## src/mtr_mod.sv

```systemverilog
// ----------------------------------------------------------------------------
// mtr_mod
// bit-serial restoring remainder unit, one quotient bit per cycle
// ----------------------------------------------------------------------------
module mtr_mod (
    input  logic        i_clk,
    input  logic        i_rst_n,
    input  logic        i_start,
    input  logic [31:0] i_dividend,
    input  logic [31:0] i_divisor,
    output logic        o_done,
    output logic [31:0] o_rem
);

    logic        r_busy;
    logic [4:0]  r_cnt;
    logic [31:0] r_dvd;
    logic [31:0] r_dsr;
    logic [32:0] n_shift;

    assign n_shift = {o_rem, r_dvd[31]};

    always_ff @(posedge i_clk) begin
        if (!i_rst_n) begin
            r_busy <= 1'b0;
            o_done <= 1'b0;
            r_cnt  <= '0;
        end else begin
            o_done <= 1'b0;
            if (i_start) begin
                r_busy <= 1'b1;
                r_cnt  <= '0;
                o_rem  <= '0;
                r_dvd  <= i_dividend;
                r_dsr  <= i_divisor;
            end else if (r_busy) begin
                if (n_shift >= {1'b0, r_dsr}) begin
                    o_rem <= 32'(n_shift - {1'b0, r_dsr});
                end else begin
                    o_rem <= n_shift[31:0];
                end
                r_dvd <= {r_dvd[30:0], 1'b0};
                r_cnt <= r_cnt + 5'd1;
                if (r_cnt == 5'd31) begin
                    r_busy <= 1'b0;
                    o_done <= 1'b1;
                end
            end
        end
    end

endmodule

```

## config.mk

```make
export PLATFORM = sky130hd
export DESIGN_NAME = mtr_mod
export DESIGN_NICKNAME = d
export VERILOG_FILES = /design/src/mtr_mod.sv
export SDC_FILE = /design/constraint.sdc
export NUM_CORES = 1
export LEC_CHECK = 0
export BUFFER_PORTS_ARGS = -buffer_cell sky130_fd_sc_hd__buf_2
export CAP_MARGIN = 20
export CORE_ASPECT_RATIO = 0.75
export CORE_UTILIZATION = 60
export DETAILED_ROUTE_END_ITERATION = 8
export PLACE_DENSITY_LB_ADDON = 0.25
export SYNTH_ARGS = -nofsm -noshare
export SYNTH_HDL_FRONTEND = slang
export SYNTH_SLANG_ARGS = --single-unit
```

## constraint.sdc

```tcl
create_clock -name i_clk -period 5.9 [get_ports i_clk]
set_clock_uncertainty 0.15 [all_clocks]
set_input_delay 0 -clock i_clk [delete_from_list [all_inputs] [get_ports i_clk]]
set_output_delay 0 -clock i_clk [all_outputs]
set_load 0.005 [all_outputs]
```

==> flow_summary.yaml, run 1 <==
floorplan:
  core-area_mm2: 0.00966
  rows: 31
  io_pins: 100
  start_util_pct: 61.8
  die_x_um: 117
  fp.dieH_um: 88.4
  dieArea_mm2: 0.0103
logic_synthesis:
  synth_top_cell_area_share_pct: 48.3
  ys_seq_area_share_pct: 50.7
  synth-edff-count: 96
  netlist_area_mm2: 0.00597
  synth_fa_ha_area_share_pct: 7.47
  synth_xor_area_share_pct: 4.40
  synth-seq-cells: 103
  syn_area_per_cell_um2: 10.9
  ys_async_sr_fraction_pct: 0
  synth_largest_area_cell: "edfxtp_1"
  ys.flop_type: "edfxtp_1"
  yosys-top-cells-count: "96 x edfxtp_1, 66 x nand2_1, 56 x a21oi_1"
  synth_top_family_by_area: "compound AO/OA/AOI/OAI gates"
  synthTopCellsByArea: "edfxtp_1 48%, ha_1 7.1%, mux2_2 5.9%"
  synthMuxAreaShare_pct: 6.19
  synth.most_common_cell: "edfxtp_1"
  synth-compound-area-share_pct: 15.1
  synth-simple-area-share_pct: 11.3
  post_synth_num_cell_types: 60
  yosys_warnings: 0
  synth_cells: 545
  syn_nets: 647
critical_path:
  cp.depth: 10
  r2r_setup_slack_ps: 2380
  crit_path_top_delay_cell: "nand2_1"
  critPathLaunch: "o_rem[13]$_SDFFCE_PP0P_"
  end_kind: "flop"
  r2r_end: "o_rem[18]$_SDFFCE_PP0P_"
  reg2reg_from: "o_rem[13]$_SDFFCE_PP0P_"
  reg2regPathDepth: 10
  critPathLaunchType: "flop"
  worst-endpoint-arrival_ps: 3430
  max_stage_delay_ps: 430
  worstPathRequired_ps: 5820
  cp_max_fo: 20
  endpoint: "o_rem[18]$_SDFFCE_PP0P_"
  crit_buf_inv: 1
  worstPathCellList: "ha_1 > a21oi_1 > o211ai_2 > a211o_1 > or3_4 > nand3_1 > nand2_1 > buf_4 > nor2_1 > a211oi_2"
  critical_path_class: "reg -> reg"
  critical-path-top-delay-family: "simple AND/OR/NAND/NOR gates"
global_routing:
  grt_max_degree: 65
  grt_pass1_wl_um: 22900
  grt_pass1_vias: 4805
  antenna_found_initial: 0
  grt_overflow: 0
  grt_use_total_pct: 29.4
cells_and_area:
  stdcell_count: 839
  final_net_count: 804
  area_growth_pct: 25.4
  num_antenna_cells: 0
  drive_gt1_share_pct: 24.6
timing:
  period_share_pct: 59.6
  maxSlewHeadroom_pct: 46.9
  fmax_mhz: 284
  rsz0062_at_grt: "no"
  setup_viol: 0
  min_period_ps: 3520
  holdWs_ps: 203
  finalHoldViolations: 0
  worstMarginPinSlew_ps: 797
  slew_violations: 0
  finalSetupTns_ps: 0
place:
  dpl.cell_count: 758
  post-dp-hpwl_um: 9190
  numPortBuffers: 99
  gp_congestion: 0.982
routing:
  final_antenna_net_count: 0
  avgViaCountPerCell: 5.79
  routed_wl_um: 14400
  avgRoutedWirePerCell_um: 17.1
  dr.pass1.iters: 5
  drc: 0
  drt_iter0_markers: 305
  via_count: 4859
clock_tree:
  worst_skew_pair.late_latency_ps: 350
  htree_num_levels: 3
  cts_sinks: 103
  cts-buffers-inserted: 9
  cts-root-buf: "clkbuf_16"
  cts_tree: "done"
  path_clk_slew_ps: 70
  cts_setup_buffers: 0
  ctsResizeCount: 0
  clockBufferDepth: 2
hold_path:
  hp-class: "in -> reg"
power:
  leakagePower_nw: 3.10
  p_int_w: 0.00144
  peakVddDrop_uv: 229
  pwr-share-comb_pct: 27.7
  switching_share_pct: 30.7
  p_switching_w: 0.000638
  powerDensity_mw_per_mm2: 278
  p_seq_share_pct: 43.5
  clock_power_share_pct: 28.8
run:
  maxCapViolCount: 0
status:
  status: "finished clean"
[worst min-delay path by stage]
| stage | startpoint | end | slack (ps) | cells past startpoint |
|---|---|---|---|---|
| finish | i_divisor[7] | r_dsr[7]$_DFFE_PP_ | 200 | 2 |
| global route | i_divisor[7] | r_dsr[7]$_DFFE_PP_ | 210 | 2 |
| CTS | i_divisor[7] | r_dsr[7]$_DFFE_PP_ | 200 | 2 |
| detailed placement | i_divisor[6] | r_dsr[6]$_DFFE_PP_ | 30 | 1 |
| global placement | i_divisor[24] | r_dsr[24]$_DFFE_PP_ | 30 | 1 |
| floorplan | i_divisor[0] | r_dsr[0]$_DFFE_PP_ | -50 | 0 |
[layout make-up]
class	instances	area (um2)
repair buffers	168	1180
clock buffers	11	253
clock inverters	5	46.3
flip-flops and latches	103	3020
well taps	132	165
inverters	43	161
multi-input cells	377	2660
fillers	611	2180
[power groups by stage]
stage	combinational (W)	sequential, W	clock [W]
after floorplan	0.000402	0.000914	0
after global placement	0.000513	0.000916	0
after detailed placement	0.000528	0.000920	0
after CTS	0.000566	0.000904	0.000605
after global routing	0.000637	0.000911	0.000629
final	0.000576	0.000905	0.000600
[layout by cell type (no fill, tap or decap), types with 11 or more instances in the layout]
master	count
dlygate4sd3_1	65
edfxtp_1	96
nor2_1	32
nand2_1	66
mux2_2	31
inv_1	43
xor2_1	11
ha_1	34
xnor2_1	19
a21oi_1	56
o21ai_0	19
buf_2	99
[state kept, by name (all words and copies together) (netlist names)]
register / cells
r_dvd: 32
r_dsr: 32
r_cnt: 5
r_busy: 1
o_done: 1
o_rem: 32
[per-layer routing]
metal	vias up	global-route usage, %	routed length [um]
li1	2305	-	-
met4	0	11.6	338
met5	-	0	0
met1	2325	36.3	6200
met2	197	50.2	6920
met3	32	6.92	917
[worst reg2reg max path, cell delays in order, from the launching register on]
cell	delay (ps)
edfxtp_1	410
ha_1	390
a21oi_1	270
o211ai_2	110
a211o_1	310
or3_4	400
nand3_1	100
nand2_1	430
buf_4	420
nor2_1	170
a211oi_2	60
[cells by family after synthesis]
| kind of cell | Yosys count |
|---|---|
| adder cells (fa/ha/maj) | 35 |
| XOR/XNOR | 30 |
| flip-flops | 103 |
| AO/OA/AOI/OAI | 134 |
| multiplexers | 33 |
| AND/OR/NAND/NOR | 145 |
| buffers and inverters | 65 |
[stage by stage]
stage                     util, %  cell area [um2]  worst slack [ps]  power (W)
after detailed placement     67.6             6530              2430    0.00145
after floorplan                 -             5970              3120    0.00132
final                        77.4             7480              2380    0.00208
after global placement       67.6             6530              2540    0.00143
after global routing         77.4             7480              2100    0.00218
after CTS                    77.4             7480              2380    0.00207
[repair_timing]
item / 4_1_cts / 5_1_grt
hold buffers: 65 / 0
setup endpoints to repair: 0 / 0
endpoints found under the hold margin: 70 / 0
(Power assumes the default switching activity.)
==> inputs of run 2 (changes only) <==
Settings changed: CORE_UTILIZATION 60 to 51.
Clock period 5.9 ns to 3 ns, I/O delays scaled along.
==> run 2 against run 1 <==
Non-clock buffer count rose by 26; worst setup slack got worse by 2300 ps; largest cell class unchanged; clock-buffer cell count is the same; first-iteration DRC count down 7.2%; register-to-register slack worse by 2300 ps; sequential power rose by 97%; global-route usage shrank 4.3 points; power grew 100%; cell count rose by 4.1%; clock power grew 97%.
==> flow_summary.yaml, run 2 (synthesized netlist as in run 1, its figures left out) <==
status:
  status: "finished clean"
power:
  total_power_w: 0.00423
  peakVddDrop_uv: 350
  powerDensity_mw_per_mm2: 540
  leakagePower_nw: 3.22
critical_path:
  critPathLaunchType: "flop"
  worstPathCellList: "ha_1 > a2111oi_0 > o21ai_0 > a221oi_1 > o2111ai_1 > and3_1 > o21ai_1 > a21oi_1"
  crit_buf_inv: 0
  end_kind: "flop"
  crit_path_top_delay_cell: "a221oi_1"
  max_stage_delay_ps: 490
  worstPathRequired_ps: 2950
  critical-path-top-delay-family: "compound AO/OA/AOI/OAI gates"
  cp_max_fo: 3
  critical_path_class: "reg -> reg"
  worst-endpoint-arrival_ps: 2870
global_routing:
  grt_overflow: 0
  antenna_found_initial: 0
  grt_use_total_pct: 25.1
  grt_pass1_vias: 4845
  grt_max_degree: 35
  grt_pass1_wl_um: 23300
cells_and_area:
  final_net_count: 830
  reg.largest.list: "o_rem: 32 flops, r_dsr: 32 flops, r_dvd: 32 flops"
  final_cell_mix: "99 x buf_2, 96 x edfxtp_1, 65 x nand2_1, 65 x dlygate4sd3_1, 51 x a21oi_1"
  num_antenna_cells: 0
  fillCellCount: 835
  area_growth_pct: 31.3
  drive_gt1_share_pct: 30.4
  multi_input_area_mm2: 0.00280
  regArea_mm2: 0.00302
  layout_commonest_cell: "buf_2"
floorplan:
  dieArea_mm2: 0.0121
  io_pins: 100
  core-area_mm2: 0.0111
  start_util_pct: 53.5
  die_x_um: 127
  fp.dieH_um: 95.7
  rows: 33
routing:
  avgViaCountPerCell: 5.51
  wl_met2_um: 6840
  dr_wl_met3_um: 847
  final_antenna_net_count: 0
  avgRoutedWirePerCell_um: 16.6
  wl_met1_um: 6520
  via_count: 4807
  drc: 0
  routed_wl_um: 14500
  routed.top_layer: "met4"
  drt_iter0_markers: 283
  dr.pass1.iters: 5
timing:
  fmax_mhz: 343
  fin_ws_ps: 83.3
  setup_viol: 0
  maxSlewHeadroom_pct: 58.6
  worstMarginPinSlew_ps: 621
  rsz0062_at_grt: "yes"
  min_period_ps: 2920
  finalHoldViolations: 0
  slew_violations: 0
  period_share_pct: 97.2
clock_tree:
  cts-root-buf: "clkbuf_16"
  path_clk_slew_ps: 70
  clockBufferDepth: 2
  cts_sinks: 103
  htree_num_levels: 3
  cts-buffers-inserted: 9
  worst_skew_pair.late_latency_ps: 360
  cts_tree: "done"
place:
  post-place-ws_ps: -19.5
  post-dp-hpwl_um: 9720
  gp_congestion: 0.931
  numPortBuffers: 99
hold_path:
  hp-class: "in -> reg"
run:
  maxCapViolCount: 0
==> run 2: changes by cell type in the layout (fill, tap and decap cells not counted), sizes merged <==
cell	previous run	this run
buf	103	129
==> run 2: final timing paths <==
| kind | startpoint | cells past startpoint | slack, ps | to |
|---|---|---|---|---|
| worst min-delay path | i_start | 2 | 190 | r_dvd[0]$_SDFFCE_PN0P_ |
| worst max-delay path | o_rem[25]$_SDFFCE_PP0P_ | 8 | 80 | o_rem[31]$_SDFFCE_PP0P_ |
| worst min register to register | r_cnt[4]$_SDFFE_PP0P_ | 2 | 360 | r_cnt[4]$_SDFFE_PP0P_ |
| worst max register to register | o_rem[25]$_SDFFCE_PP0P_ | 8 | 80 | o_rem[31]$_SDFFCE_PP0P_ |
==> run 2: stage by stage <==
step | setup TNS, ps | hold WS (ps) | utilization (%) | cells | area (um2)
2_1_floorplan | 0 | -51.1 | - | 545 | 5970
3_3_place_gp | 0 | 27.4 | 60.3 | 788 | 6720
6_report | 0 | 194 | 70.3 | 873 | 7840
4_1_cts | 0 | 193 | 68.8 | 869 | 7670
3_5_place_dp | -35.1 | 28.1 | 60.3 | 788 | 6720
5_1_grt | -11.6 | 196 | 70.3 | 873 | 7840
==> run 2: layout make-up <==
type,count,share of cell area (%)
Clock buffer,11,3.10
Clock inverter,5,0.591
Inverter,43,2.06
Multi-Input combinational cell,377,35.8
Sequential cell,103,38.6
Tap cell,140,2.24
Timing Repair Buffer,194,17.7
==> run 2: routing by layer <==
metal,vias up,track usage [%]
met5,-,0
li1,2351,-
met4,0,7.94
met3,28,6.23
met1,2279,31.3
met2,149,43.2
==> run 2: power breakdown <==
group	internal [W]	switching (W)
combinational	0.000594	0.000679
clock	0.000604	0.000572
sequential	0.00172	0.0000643
total	0.00291	0.00131
==> run 2: repair_timing <==
item                                   4_1_cts  5_1_grt
endpoints found under the hold margin       70        0
hold buffers                                65        0
setup endpoints to repair                    3       26
resized for setup                            2       32
setup buffers                                0        4
pin swaps                                    0       11
gates cloned                                 0        0
==> inputs of run 3 (changes only) <==
Settings changed: CORE_UTILIZATION 51 to 57, CTS_CLUSTER_SIZE from default to 28.
Clock period 3 ns to 3.1 ns, I/O delays scaled along.
==> run 3 against run 2 <==
Combinational power is 8% lower; critical path type unchanged; cell count is 2.6% lower; clock-buffer cell count is 2 lower; register-to-register slack better by 20 ps; sequential share of layout area is 1.0 points higher; highest routed layer unchanged; global-route usage is 3.5 points higher.
==> flow_summary.yaml, run 3 (synthesized netlist as in run 1, its figures left out) <==
power:
  p_int_w: 0.00276
  peakVddDrop_uv: 343
  powerDensity_mw_per_mm2: 530
  pwr-share-comb_pct: 29.0
  leakagePower_nw: 3.16
  p_seq_share_pct: 42.6
  clock_power_share_pct: 28.4
  p_switching_w: 0.00129
  switching_share_pct: 31.8
cells_and_area:
  final_net_count: 815
  final_cell_mix: "99 x buf_2, 96 x edfxtp_1, 66 x nand2_1, 65 x dlygate4sd3_1, 51 x a21oi_1"
  reg.largest.list: "o_rem: 32 flops, r_dsr: 32 flops, r_dvd: 32 flops"
  layout_commonest_cell: "buf_2"
  drive_gt1_share_pct: 26.9
  num_antenna_cells: 0
  final_util_pct: 77.2
  area_growth_pct: 28.0
critical_path:
  worstPathRequired_ps: 3040
  cp_common_cell: "inv_1"
  end_kind: "flop"
  worst-endpoint-arrival_ps: 2930
  crit_path_top_delay_cell: "fa_1"
  max_stage_delay_ps: 410
  worstPathCellList: "inv_1 > ha_1 > inv_1 > fa_1 > a21o_1 > a221oi_4 > a211o_1 > nor2b_1 > o21ai_1 > a21oi_2 > xnor2_1 > a211oi_2"
  cp_max_fo: 3
  critical_path_class: "reg -> reg"
  crit_buf_inv: 2
  critical-path-top-delay-family: "compound AO/OA/AOI/OAI gates"
  critPathLaunchType: "flop"
clock_tree:
  cts_tree: "done"
  htree_num_levels: 3
  cts_setup_buffers: 0
  cts-buffers-inserted: 9
  worst_skew_pair.late_latency_ps: 360
  cts-root-buf: "clkbuf_16"
  clockBufferDepth: 2
  path_clk_slew_ps: 80
  cts_sinks: 103
run:
  maxCapViolCount: 0
floorplan:
  fp.dieH_um: 90.6
  dieArea_mm2: 0.0109
  core-area_mm2: 0.00989
  io_pins: 100
  start_util_pct: 60.3
  die_x_um: 120
  rows: 31
global_routing:
  antenna_found_initial: 0
  grt_use_total_pct: 28.6
  grt_max_degree: 49
  grt_pass1_wl_um: 24300
  grt_overflow: 0
  grt_pass1_vias: 5009
routing:
  final_antenna_net_count: 0
  avgRoutedWirePerCell_um: 17.7
  avgViaCountPerCell: 5.75
  dr.pass1.iters: 4
  drc: 0
  routed_wl_um: 15100
  via_count: 4886
  drt_iter0_markers: 487
timing:
  setup_viol: 0
  fmax_mhz: 334
  fin_ws_ps: 106
  slew_violations: 0
  maxSlewHeadroom_pct: 55.1
  min_period_ps: 2990
  finalSetupTns_ps: 0
  period_share_pct: 96.6
  worstMarginPinSlew_ps: 674
  rsz0062_at_grt: "yes"
  holdWs_ps: 189
  finalHoldViolations: 0
place:
  post-dp-hpwl_um: 9680
  numPortBuffers: 99
  post-place-ws_ps: 45.0
  gp_congestion: 0.910
status:
  status: "finished clean"
hold_path:
  hp-class: "in -> reg"
run 3: cell types whose count changed in the layout (fill, tap and decap cells not counted), moves of 2 or more:
cell	delta
buf_4	-17
ha_4	-3
ha_2	-4
o21ai_0	+2
clkinv_8	+2
ha_1	+7
run 3: cell type report:
type / count / area (um2)
timing repair buffer: 179 / 1290
inverter: 43 / 161
multi-input combinational: 377 / 2700
clock buffer: 9 / 225
fill: 645 / 2260
sequential: 103 / 3020
tap: 132 / 165
clock inverter: 7 / 73.8
run 3: timing repair:
item | 4_1_cts | 5_1_grt
gates resized for setup | 0 | 12
setup endpoints to repair | 0 | 19
hold buffers | 65 | 0
endpoints found under the hold margin | 70 | 0
run 3: final timing paths:
path / start / to / slack, ps / depth (start not counted)
hold / removal: i_start / o_rem[29]$_SDFFCE_PP0P_ / 190 / 2
setup / recovery: r_dvd[31]$_DFFE_PP_ / o_rem[20]$_SDFFCE_PP0P_ / 110 / 12
setup reg to reg: r_dvd[31]$_DFFE_PP_ / o_rem[20]$_SDFFCE_PP0P_ / 110 / 12
hold reg to reg: r_cnt[4]$_SDFFE_PP0P_ / r_cnt[4]$_SDFFE_PP0P_ / 380 / 2
run 3: power by group through the flow:
stage / Clock (W) / Combinational (W) / Sequential, W
after floorplan: 0 / 0.000766 / 0.00174
after global placement: 0 / 0.00103 / 0.00174
after detailed placement: 0 / 0.00106 / 0.00175
after CTS: 0.00115 / 0.00113 / 0.00172
after global routing: 0.00120 / 0.00128 / 0.00173
final: 0.00115 / 0.00117 / 0.00172
run 3: metrics by stage:
stage / cells / total power, W / area (um2)
floorplan: 545 / 0.00251 / 5970
global placement: 769 / 0.00277 / 6640
detailed placement: 769 / 0.00281 / 6640
CTS: 850 / 0.00400 / 7590
global route: 850 / 0.00422 / 7630
finish: 850 / 0.00405 / 7630
run 3: worst reg2reg max path: cells and delay by family, from the launching register on:
family                   cells  cell delay [ps]
AND/OR/NAND/NOR              1              200
XOR/XNOR                     1              140
AO/OA/AOI/OAI                6             1150
buffers and inverters        2              120
flip-flops                   1              400
adder cells (fa/ha/maj)      2              570
run 3: per-layer routing:
layer / wire length, um / track usage, %
met1: 6520 / 36.6
met2: 7240 / 47.7
met3: 1010 / 6.63
met4: 295 / 9.48
met5: 0 / 0
